## config.mk

```make
export PLATFORM = sky130hd
export DESIGN_NAME = serial_frame_receiver_with_timeout_flat
export DESIGN_NICKNAME = d
export VERILOG_FILES = /design/src/sfr_pkg.sv /design/src/sfr_if.sv /design/src/sfr_in_stage.sv /design/src/sfr_parser.sv /design/src/sfr_out_stage.sv /design/src/serial_frame_receiver_with_timeout.sv /design/src/flat_wrapper.sv
export SDC_FILE = /design/constraint.sdc
export NUM_CORES = 1
export LEC_CHECK = 0
export ABC_CLOCK_PERIOD_IN_PS = 9400
export BUFFER_PORTS_ARGS = -buffer_cell sky130_fd_sc_hd__buf_2
export CAP_MARGIN = 30
export CORE_AREA = 2 2 209 211
export DETAILED_ROUTE_END_ITERATION = 16
export DIE_AREA = 0 0 211 213
export PLACE_DENSITY = 0.52
export SLEW_MARGIN = 20
export SYNTH_ARGS = -nofsm -noshare
export SYNTH_HDL_FRONTEND = slang
export SYNTH_HIERARCHICAL = 1
export SYNTH_SLANG_ARGS = --single-unit
```

## constraint.sdc

```tcl
create_clock -name clk -period 9.4 [get_ports clk]
set_clock_uncertainty 0.1 [all_clocks]
set_input_delay 0.94 -clock clk [delete_from_list [all_inputs] [get_ports clk]]
set_output_delay 0.94 -clock clk [all_outputs]
set_load 0.005 [all_outputs]
```

## src/sfr_pkg.sv

```systemverilog
// Package for the serial frame receiver: item and result types, parser state
// encoding and frame constants. No dependencies.
package sfr_pkg;

  localparam logic [7:0]  SYNC_BYTE      = 8'hAA;
  localparam int          PAYLOAD_LEN    = 9;
  localparam int          IDX_W          = $clog2(PAYLOAD_LEN + 1);
  localparam logic [15:0] AGE_MAX        = 16'hFFFF;
  localparam logic [15:0] TIMEOUT_RESET  = 16'd500;

  // Item kinds
  localparam logic KIND_BYTE = 1'b0;
  localparam logic KIND_TICK = 1'b1;

  typedef enum logic {
    ST_HUNT    = 1'b0,
    ST_COLLECT = 1'b1
  } sfr_state_t;

  typedef struct packed {
    logic       kind;
    logic [7:0] rx_byte;
  } sfr_item_t;

  typedef struct packed {
    logic [31:0] angle_bits;
    logic [31:0] distance_bits;
    logic        target_seen;
    logic        stale;
    logic        frame_accepted;
    logic        frame_rejected;
  } sfr_result_t;

endpackage

```

## src/sfr_if.sv

```systemverilog
// Valid/ready channel interfaces for the serial frame receiver.
// Input channel carries one byte or tick; output channel carries one result.
interface sfr_in_if;
  logic       valid;
  logic       ready;
  logic       kind;
  logic [7:0] rx_byte;

  modport source (output valid, output kind, output rx_byte, input ready);
  modport sink   (input valid, input kind, input rx_byte, output ready);
endinterface

interface sfr_out_if;
  logic        valid;
  logic        ready;
  logic [31:0] angle_bits;
  logic [31:0] distance_bits;
  logic        target_seen;
  logic        stale;
  logic        frame_accepted;
  logic        frame_rejected;

  modport source (output valid, output angle_bits, output distance_bits,
                  output target_seen, output stale, output frame_accepted,
                  output frame_rejected, input ready);
  modport sink   (input valid, input angle_bits, input distance_bits,
                  input target_seen, input stale, input frame_accepted,
                  input frame_rejected, output ready);
endinterface

```

## src/sfr_in_stage.sv

```systemverilog
// Input register of the serial frame receiver.
// Depends on sfr_pkg for the item type.
module sfr_in_stage import sfr_pkg::*; (
  input  logic      clk,
  input  logic      rst_n,
  input  logic      in_valid,
  output logic      in_ready,
  input  sfr_item_t in_item,
  input  logic      step,
  output logic      s1_valid,
  output sfr_item_t s1_item
);

  logic      valid_r, valid_nxt;
  sfr_item_t item_r;
  logic      take;

  // Accept when empty or when the held transaction moves on this cycle
  assign in_ready = !valid_r || step;
  assign take     = in_valid && in_ready;

  always_comb begin
    valid_nxt = valid_r;
    if (take) begin
      valid_nxt = 1'b1;
    end else if (step) begin
      valid_nxt = 1'b0;
    end
  end

  always_ff @(posedge clk) begin
    if (!rst_n) begin
      valid_r <= 1'b0;
    end else begin
      valid_r <= valid_nxt;
    end
  end

  // Payload register, no reset
  always_ff @(posedge clk) begin
    if (take) begin
      item_r <= in_item;
    end
  end

  assign s1_valid = valid_r;
  assign s1_item  = item_r;

endmodule

```

## src/sfr_parser.sv

```systemverilog
// Frame parser of the serial frame receiver: start-byte hunt, payload and
// XOR collection, latched values, tick age and timeout. Depends on sfr_pkg.
module sfr_parser import sfr_pkg::*; (
  input  logic        clk,
  input  logic        rst_n,
  input  logic        cfg_we,
  input  logic [15:0] cfg_wdata,
  input  logic        step,
  input  sfr_item_t   item,
  output sfr_result_t result
);

  sfr_state_t       state_r, state_nxt;
  logic [IDX_W-1:0] idx_r, idx_nxt;
  logic [7:0]       xor_r, xor_nxt;
  logic [7:0]       payload_r [PAYLOAD_LEN];
  logic [31:0]      angle_r, angle_nxt;
  logic [31:0]      dist_r, dist_nxt;
  logic             seen_r, seen_nxt;
  logic [15:0]      age_r, age_nxt;
  logic [15:0]      timeout_r;
  logic             is_byte;
  logic             store_en;
  logic             csum_byte;
  logic             good;

  assign is_byte   = (item.kind == KIND_BYTE);
  assign csum_byte = is_byte && (state_r == ST_COLLECT)
                     && (idx_r >= IDX_W'(PAYLOAD_LEN));
  assign store_en  = is_byte && (state_r == ST_COLLECT)
                     && (idx_r < IDX_W'(PAYLOAD_LEN));
  assign good      = csum_byte && (xor_r == item.rx_byte);

  // Next state
  always_comb begin
    state_nxt = state_r;
    case (state_r)
      ST_HUNT: begin
        if (is_byte && item.rx_byte == SYNC_BYTE) begin
          state_nxt = ST_COLLECT;
        end
      end
      ST_COLLECT: begin
        if (csum_byte) begin
          state_nxt = ST_HUNT;
        end
      end
      default: state_nxt = ST_HUNT;
    endcase
  end

  // Datapath and result
  always_comb begin
    idx_nxt   = idx_r;
    xor_nxt   = xor_r;
    angle_nxt = angle_r;
    dist_nxt  = dist_r;
    seen_nxt  = seen_r;
    age_nxt   = age_r;
    if (!is_byte) begin
      if (age_r != AGE_MAX) begin
        age_nxt = age_r + 16'd1;
      end
    end else if (state_r == ST_HUNT) begin
      idx_nxt = '0;
      xor_nxt = '0;
    end else if (store_en) begin
      xor_nxt = xor_r ^ item.rx_byte;
      idx_nxt = idx_r + IDX_W'(1);
    end else begin
      if (good) begin
        angle_nxt = {payload_r[3], payload_r[2], payload_r[1], payload_r[0]};
        dist_nxt  = {payload_r[7], payload_r[6], payload_r[5], payload_r[4]};
        seen_nxt  = (payload_r[8] != 8'd0);
        age_nxt   = '0;
      end
      idx_nxt = '0;
      xor_nxt = '0;
    end

    result.angle_bits     = angle_nxt;
    result.distance_bits  = dist_nxt;
    result.target_seen    = seen_nxt;
    result.stale          = (age_nxt > timeout_r);
    result.frame_accepted = good;
    result.frame_rejected = csum_byte && !good;
  end

  // Control and latched values advance with each transaction
  always_ff @(posedge clk) begin
    if (!rst_n) begin
      state_r <= ST_HUNT;
      idx_r   <= '0;
      xor_r   <= '0;
      angle_r <= '0;
      dist_r  <= '0;
      seen_r  <= 1'b0;
      age_r   <= AGE_MAX;
    end else if (step) begin
      state_r <= state_nxt;
      idx_r   <= idx_nxt;
      xor_r   <= xor_nxt;
      angle_r <= angle_nxt;
      dist_r  <= dist_nxt;
      seen_r  <= seen_nxt;
      age_r   <= age_nxt;
    end
  end

  // Timeout register
  always_ff @(posedge clk) begin
    if (!rst_n) begin
      timeout_r <= TIMEOUT_RESET;
    end else if (cfg_we) begin
      timeout_r <= cfg_wdata;
    end
  end

  // Payload bytes, no reset
  always_ff @(posedge clk) begin
    if (step && store_en) begin
      payload_r[idx_r] <= item.rx_byte;
    end
  end

endmodule

```

## src/sfr_out_stage.sv

```systemverilog
// Result register of the serial frame receiver.
// Depends on sfr_pkg for the result type.
module sfr_out_stage import sfr_pkg::*; (
  input  logic        clk,
  input  logic        rst_n,
  input  logic        s1_valid,
  input  sfr_result_t result,
  input  logic        out_ready,
  output logic        out_valid,
  output sfr_result_t out_result,
  output logic        step
);

  logic        valid_r, valid_nxt;
  sfr_result_t result_r;

  // Move the held item on when the result slot is free or being drained
  assign step = s1_valid && (!valid_r || out_ready);

  always_comb begin
    valid_nxt = valid_r;
    if (step) begin
      valid_nxt = 1'b1;
    end else if (out_ready) begin
      valid_nxt = 1'b0;
    end
  end

  always_ff @(posedge clk) begin
    if (!rst_n) begin
      valid_r <= 1'b0;
    end else begin
      valid_r <= valid_nxt;
    end
  end

  always_ff @(posedge clk) begin
    if (step) begin
      result_r <= result;
    end
  end

  assign out_valid  = valid_r;
  assign out_result = result_r;

endmodule

```

## src/serial_frame_receiver_with_timeout.sv

```systemverilog
// Top level of the serial frame receiver with timeout.
// Depends on sfr_pkg, sfr_if, sfr_in_stage, sfr_parser and sfr_out_stage.
//
// Usage:
//   in_if  : valid/ready channel of items; kind 0 is a received serial byte
//            (rx_byte), kind 1 is one millisecond tick.
//   out_if : valid/ready channel with exactly one result per item: latest
//            angle and distance bits, target flag, stale flag and the
//            frame accepted/rejected strobes for the byte just processed.
//   cfg_we / cfg_wdata : write of the 16-bit timeout in ticks; write only
//            while no transaction is in flight.
// Path: an accepted item is held in the input register, and its parser result
//   is captured in the result register, which drives out_if.valid.
// Throughput: one item per cycle while out_if.ready does not hold results back;
//   the parser updates its state as an item moves to the result register.
// Reset: parser hunts for the start byte, latched values are zero, the
//   age counter is saturated so results read stale, timeout is 500.
// Stall: a result not taken is held; the input register takes one more
//   transaction, after which in_if.ready stays low until out_if.ready.
module serial_frame_receiver_with_timeout import sfr_pkg::*; (
  input  logic        clk,
  input  logic        rst_n,
  sfr_in_if.sink      in_if,
  sfr_out_if.source   out_if,
  input  logic        cfg_we,
  input  logic [15:0] cfg_wdata
);

  sfr_item_t   in_item;
  sfr_item_t   s1_item;
  logic        s1_valid;
  logic        step;
  sfr_result_t result;
  sfr_result_t out_result;

  assign in_item.kind    = in_if.kind;
  assign in_item.rx_byte = in_if.rx_byte;

  sfr_in_stage u_in (
    .clk      (clk),
    .rst_n    (rst_n),
    .in_valid (in_if.valid),
    .in_ready (in_if.ready),
    .in_item  (in_item),
    .step     (step),
    .s1_valid (s1_valid),
    .s1_item  (s1_item)
  );

  sfr_parser u_parser (
    .clk       (clk),
    .rst_n     (rst_n),
    .cfg_we    (cfg_we),
    .cfg_wdata (cfg_wdata),
    .step      (step),
    .item      (s1_item),
    .result    (result)
  );

  sfr_out_stage u_out (
    .clk        (clk),
    .rst_n      (rst_n),
    .s1_valid   (s1_valid),
    .result     (result),
    .out_ready  (out_if.ready),
    .out_valid  (out_if.valid),
    .out_result (out_result),
    .step       (step)
  );

  assign out_if.angle_bits     = out_result.angle_bits;
  assign out_if.distance_bits  = out_result.distance_bits;
  assign out_if.target_seen    = out_result.target_seen;
  assign out_if.stale          = out_result.stale;
  assign out_if.frame_accepted = out_result.frame_accepted;
  assign out_if.frame_rejected = out_result.frame_rejected;

  // A frame ends either good or bad, never both
  a_accept_reject_excl: assert property (@(posedge clk) disable iff (!rst_n)
    out_if.valid |-> !(out_if.frame_accepted && out_if.frame_rejected))
    else $error("frame both accepted and rejected");

  // A good frame clears the age, so it cannot report stale
  a_accept_not_stale: assert property (@(posedge clk) disable iff (!rst_n)
    out_if.valid && out_if.frame_accepted |-> !out_if.stale)
    else $error("accepted frame reported stale");

  // Input backpressure only when both stages are full and output stalls
  a_ready_low_cause: assert property (@(posedge clk) disable iff (!rst_n)
    !in_if.ready |-> s1_valid && out_if.valid && !out_if.ready)
    else $error("input stalled without a full pipeline");

endmodule

```

## src/flat_wrapper.sv

```systemverilog
// flat-port wrapper written by rule: the top's interface ports become plain ports
module serial_frame_receiver_with_timeout_flat import sfr_pkg::*;
  (clk, rst_n, cfg_we, cfg_wdata, in_if_valid, in_if_kind, in_if_rx_byte, in_if_ready, out_if_valid, out_if_angle_bits, out_if_distance_bits, out_if_target_seen, out_if_stale, out_if_frame_accepted, out_if_frame_rejected, out_if_ready);
  sfr_in_if in_if_i ();
  sfr_out_if out_if_i ();
  input  logic clk;
  input  logic rst_n;
  input  logic cfg_we;
  input  logic [15:0] cfg_wdata;
  input wire logic [$bits(in_if_i.valid)-1:0] in_if_valid;
  input wire logic [$bits(in_if_i.kind)-1:0] in_if_kind;
  input wire logic [$bits(in_if_i.rx_byte)-1:0] in_if_rx_byte;
  output wire logic [$bits(in_if_i.ready)-1:0] in_if_ready;
  output wire logic [$bits(out_if_i.valid)-1:0] out_if_valid;
  output wire logic [$bits(out_if_i.angle_bits)-1:0] out_if_angle_bits;
  output wire logic [$bits(out_if_i.distance_bits)-1:0] out_if_distance_bits;
  output wire logic [$bits(out_if_i.target_seen)-1:0] out_if_target_seen;
  output wire logic [$bits(out_if_i.stale)-1:0] out_if_stale;
  output wire logic [$bits(out_if_i.frame_accepted)-1:0] out_if_frame_accepted;
  output wire logic [$bits(out_if_i.frame_rejected)-1:0] out_if_frame_rejected;
  input wire logic [$bits(out_if_i.ready)-1:0] out_if_ready;
  assign in_if_i.valid = in_if_valid;
  assign in_if_i.kind = in_if_kind;
  assign in_if_i.rx_byte = in_if_rx_byte;
  assign in_if_ready = in_if_i.ready;
  assign out_if_valid = out_if_i.valid;
  assign out_if_angle_bits = out_if_i.angle_bits;
  assign out_if_distance_bits = out_if_i.distance_bits;
  assign out_if_target_seen = out_if_i.target_seen;
  assign out_if_stale = out_if_i.stale;
  assign out_if_frame_accepted = out_if_i.frame_accepted;
  assign out_if_frame_rejected = out_if_i.frame_rejected;
  assign out_if_i.ready = out_if_ready;
  serial_frame_receiver_with_timeout u_core (.clk(clk), .rst_n(rst_n), .in_if(in_if_i), .out_if(out_if_i), .cfg_we(cfg_we), .cfg_wdata(cfg_wdata));
endmodule
```

======== Word level (Yosys, flattened, before mapping) ========
Memory sizes are Yosys's and may differ from the RTL's.
Index checks and enable logic that the tools add are counted.
word-level totals
  register bits ........................... 189
  memory bits (writable) .................. 72
  input bits .............................. 30
  output and inout port bits .............. 70
  word-level logic and storage cells ...... 78
  memories kept ........................... 1
cells by class
  $add $sub $neg .......................... 2
  magnitude comparators ................... 3
  eq/ne operators ......................... 3
  multiplexer cells ....................... 30
  bitwise logic cells ..................... 3
  reductions and logical operators ........ 18
memories
  memory                     depth  width  rd ports  clocked after memory_dff  wr ports  line              text
  u_core.u_parser.payload_r  9      8      9         0                         1         sfr_parser.sv:16  logic [7:0] payload_r [PAYLOAD_LEN];
operator list
  operator                                           number
  two-way mux 32 bit                                 8
  two-way mux 16 bit                                 5
  adder 16 x 1 -> 16 bit, second input constant      1
  greater-than comparator 16 bit                     1
  two-way mux 8 bit                                  2
  inequality test 16 bit, second input constant      1
  two-way mux 1 bit                                  12
  logical AND 1 bit                                  9
  equality test 8 bit                                1
  equality test 8 bit, second input constant         1
  two-way mux 4 bit                                  2
  nonzero test 8 bit                                 1
  bitwise XOR 8 bit                                  1
  adder 4 x 1 -> 4 bit, second input constant        1
  >= comparator 4 bit, second input constant         1
  less-than comparator 4 bit, second input constant  1
  nonzero test 2 bit                                 2
  zero test 1 bit                                    3
  logical OR 1 bit                                   2
  inverter 1 bit                                     2
  one-hot mux 1 bit (2 select lines)                 1
  AND reduction 2 bit                                1

======== Depth between registers and ports, before layout ========
  word-level depth ........................ 9
  gate-level depth with buffers ........... 14
  mapped depth without buffers ............ 13

======== Cells and area by module ========
Netlist, hierarchy kept.
by module, submodules not included
  module         instances  cells an instance  area each (um^2)  sequential area each (um^2)
  sfr_parser     1          919                8155.3            4364.2
  sfr_out_stage  1          72                 2089.5            2062.0
  sfr_in_stage   1          14                 327.8             290.3

======== Worst setup path after synthesis ========
No wires, ideal clock.
  path type ............................... input -> register
  start ................................... input out_if_ready
  end ..................................... memory u_core.u_parser.payload_r[8][0] (enable)
  arrival time ............................ 5.599 ns
  slack ................................... 3.317 ns
  stages .................................. 4
  path through ............................ nor2b_4 > nor2b_1 > nand2b_1 > nor3_1
between the ends
  word-level cells in the longest chain between the ends .. 5
ends and longest elaborated chain
  item                                     line                                      text
  start, declared                          flat_wrapper.sv:21                        input wire logic [$bits(out_if_i.ready)-1:0] out_if_ready;
  logical OR 1 bit                         sfr_out_stage.sv:18                       assign step = s1_valid && (!valid_r || out_ready);
  logical AND 1 bit                        sfr_out_stage.sv:18
  net u_core.step                          serial_frame_receiver_with_timeout.sv:32  logic step;
  logical AND 1 bit                        sfr_parser.sv:121                         if (step && store_en) begin
  two-way mux 1 bit                        sfr_parser.sv:121
  two-way mux 1 bit (implied by the code)  sfr_parser.sv:122                         payload_r[idx_r] <= item.rx_byte;
  end, declared                            sfr_parser.sv:16
The timed path passes the listed nets, and every way through them passes these cells.

==> impl_metrics.yaml <==
final_layout:
  drive_above_1_share: 0.172
  multiInputGateArea_um2: 3500
  layout_commonest_cell: "nand2_1"
  antenna-diode-count: 0
  synthToLayoutAreaGrowth_pct: 18.9
  final_nets: 1147
  seq_area_um2: 6720
  fill_cells: 4407
  layout_common_cells: "nand2_1 (344), edfxtp_1 (149), dfxtp_1 (112)"
grt:
  top_usage_layer: "met2"
  gr-usage-met3: 0.0175
  grt_first_pass_wirelength_um: 39500
  grt_max_degree: 74
  grtUsageTotal: 0.113
  grt_pass1_vias: 6836
  met1_usage: 0.155
  antenna_found_initial: 1
  grtUsageMet2: 0.183
  gr-total-overflow: 0
worst_setup_path:
  required_ps: 9600
  start_kind: "flop"
  cp.arrival_ps: 4000
  path_class: "reg2reg"
  end_kind: "flop"
  cp_max_fo: 13
clock_tree:
  ctsHoldBuffers: 0
  post_cts.repair.setup_buffers: 0
  cts_num_sinks: 261
  cts-resized-gates: 0
  cts_tree: "built"
  clkLatencyLatePin_ps: 560
  root_buffer: "clkbuf_16"
  clockBufferDepth: 3
  clk_transition_reported_paths_ps: 60
  htreeDepth: 1
  cts_buffers: 29
synthesis:
  synth.top_cell.area_share: 0.423
  ys_seq_area_frac: 0.635
  avgSynthCellArea_um2: 10.5
  yosysTopAreaCell: "edfxtp_1"
  synth_cell_types: 54
  synthesis.area_um2: 10600
  ys_seq_elements: 261
  synthesis.instances: 1005
  synth_edf_count: 149
  syn_nets: 1057
  yosysWarnings: 6
  synth_ff_type: "edfxtp_1"
  synthArstFlopShare: 0
  ys_top_cells_by_area: "edfxtp_1 (42%), dfxtp_1 (21%), nand2_1 (12%)"
die:
  start_util: 0.248
  ios: 100
  num_rows: 76
  die_w_um: 211
  dieArea_um2: 44900
  fp.dieH_um: 213
  design.core.area_um2: 42700
power:
  power_density_nw_per_um2: 206
  vdd_drop_max_mv: 0.144
  leakage_nw: 4.80
place:
  pre_cts_ws_ps: 5600
  dp_hpwl_um: 16700
  gp_congestion: 0.819
  placement.io_buffers: 99
run_status:
  outcome: "finished clean"
timing:
  drv_slew: 0
  fin_ws_ps: 5610
  final.min_clock_period_ps: 3790
  finalCritPeriodShare: 0.403
  setup-violations-final: 0
  timing.fmax_ghz: 0.264
  rsz0062_at_grt: "false"
  tightest_slew_ps: 892
  slew_headroom: 0.403
  tns_ps: 0
  finalHoldViolCount: 0
drt:
  wl_um: 25900
  ant_nets: 0
  first_pass_iters: 5
  drc: 0
  vias_per_cell: 4.39
  post_drt_wl_per_cell_um: 15.6
  dr_total_vias: 7300
  first_iter_violations: 508
min_path:
  holdCritPathClass: "reg2reg"
flow_run:
  cap_violations: 0
## logic make-up (layout without fill, tap and decap cells)
kind of cell             after synthesis  count (layout)  synth area share
adder cells (fa/ha/maj)               22              22            0.0260
multiplexers                          12              12            0.0114
flip-flops                           261             261             0.635
AND/OR/NAND/NOR                      480             480             0.198
buffers and inverters                 75             188            0.0348
AO/OA/AOI/OAI                        136             136            0.0787
XOR/XNOR                              19              19            0.0157
## power breakdown
group	switching, mW	internal [mW]
sequential	0.0239	1.23
clock	0.472	0.657
combinational	0.122	0.0803
total	0.617	1.97
## path summary, 6_finish.rpt
kind                                                 from                                 endpoint  slack, ps  cells past startpoint
setup / recovery         u_core/u_in/s1_item[1]$_DFFE_PP_     u_core/u_out/out_result[2]$_DFFE_PP_       5610                     12
hold / removal    u_core/u_parser/dist_r[22]$_SDFFE_PN0P_  u_core/u_parser/dist_r[22]$_SDFFE_PN0P_        350                      2
setup reg to reg         u_core/u_in/s1_item[1]$_DFFE_PP_     u_core/u_out/out_result[2]$_DFFE_PP_       5610                     12
hold reg to reg   u_core/u_parser/dist_r[22]$_SDFFE_PN0P_  u_core/u_parser/dist_r[22]$_SDFFE_PN0P_        350                      2
## synthesized netlist by cell type, types with 4 or more instances
cell type and instances:
nand4_1 15, a21oi_1 76, or3_1 4, buf_6 7, buf_4 4, and3_1 6, mux2i_1 12, inv_1 21
o211ai_1 10, edfxtp_1 149, nor2_1 34, a21o_1 5, and2_1 10, nor3_1 5, clkbuf_1 25, nor2b_1 6
nand2_1 344, xor2_1 18, buf_2 14, nand3_1 22, a21oi_2 10, ha_1 22, and4_1 6, nand2_2 10
dfxtp_1 112, o21ai_0 12
## final cells by class
cell class,count,share of cell area
multi-input combinational,669,0.278
tap,546,0.0543
inverter,22,0.00657
timing repair buffer,112,0.0499
clock inverter,20,0.0142
clock buffer,34,0.0625
sequential,261,0.534
## worst max-delay path, cell delays in order (launching register included)
cell	delay (ps)
edfxtp_1	640
xor2_1	260
nor4_4	410
nand4_1	560
buf_8	360
nand3_1	90
o21ai_0	90
ha_1	300
a21o_1	180
a21oi_1	150
nor2b_1	60
o31ai_1	220
a21oi_1	90
## sequential cells by signal (all words and copies together) (netlist names)
register / cells
u_core/u_parser/payload_r: 72
u_core/u_out/out_result: 68
u_core/u_parser/angle_r: 32
u_core/u_parser/dist_r: 32
u_core/u_parser/age_r: 16
u_core/u_parser/timeout_r: 16
u_core/u_in/s1_item: 9
u_core/u_parser/xor_r: 8
u_core/u_parser/idx_r: 4
u_core/u_in/s1_valid: 1
u_core/u_out/out_valid: 1
u_core/u_parser/seen_r: 1
u_core/u_parser/state_r: 1
## routing by layer
layer  wire length, µm  vias to the layer above
met1             12200                     3461
li1                  -                     3633
met4               532                        0
met5                 0                        -
met2             12000                      172
met3              1160                       34
## metrics by stage
step	hold WS, ps	total power, mW	area [µm²]	util	instances
floorplan	332	1.41	10600	-	1005
finish	350	2.59	12600	0.294	1664
global placement	338	1.48	11500	0.270	1605
detailed placement	343	1.48	11600	0.271	1609
CTS	352	2.63	12600	0.294	1663
global route	364	2.69	12600	0.294	1664
No activity file was read; power rests on OpenSTA's default activity.
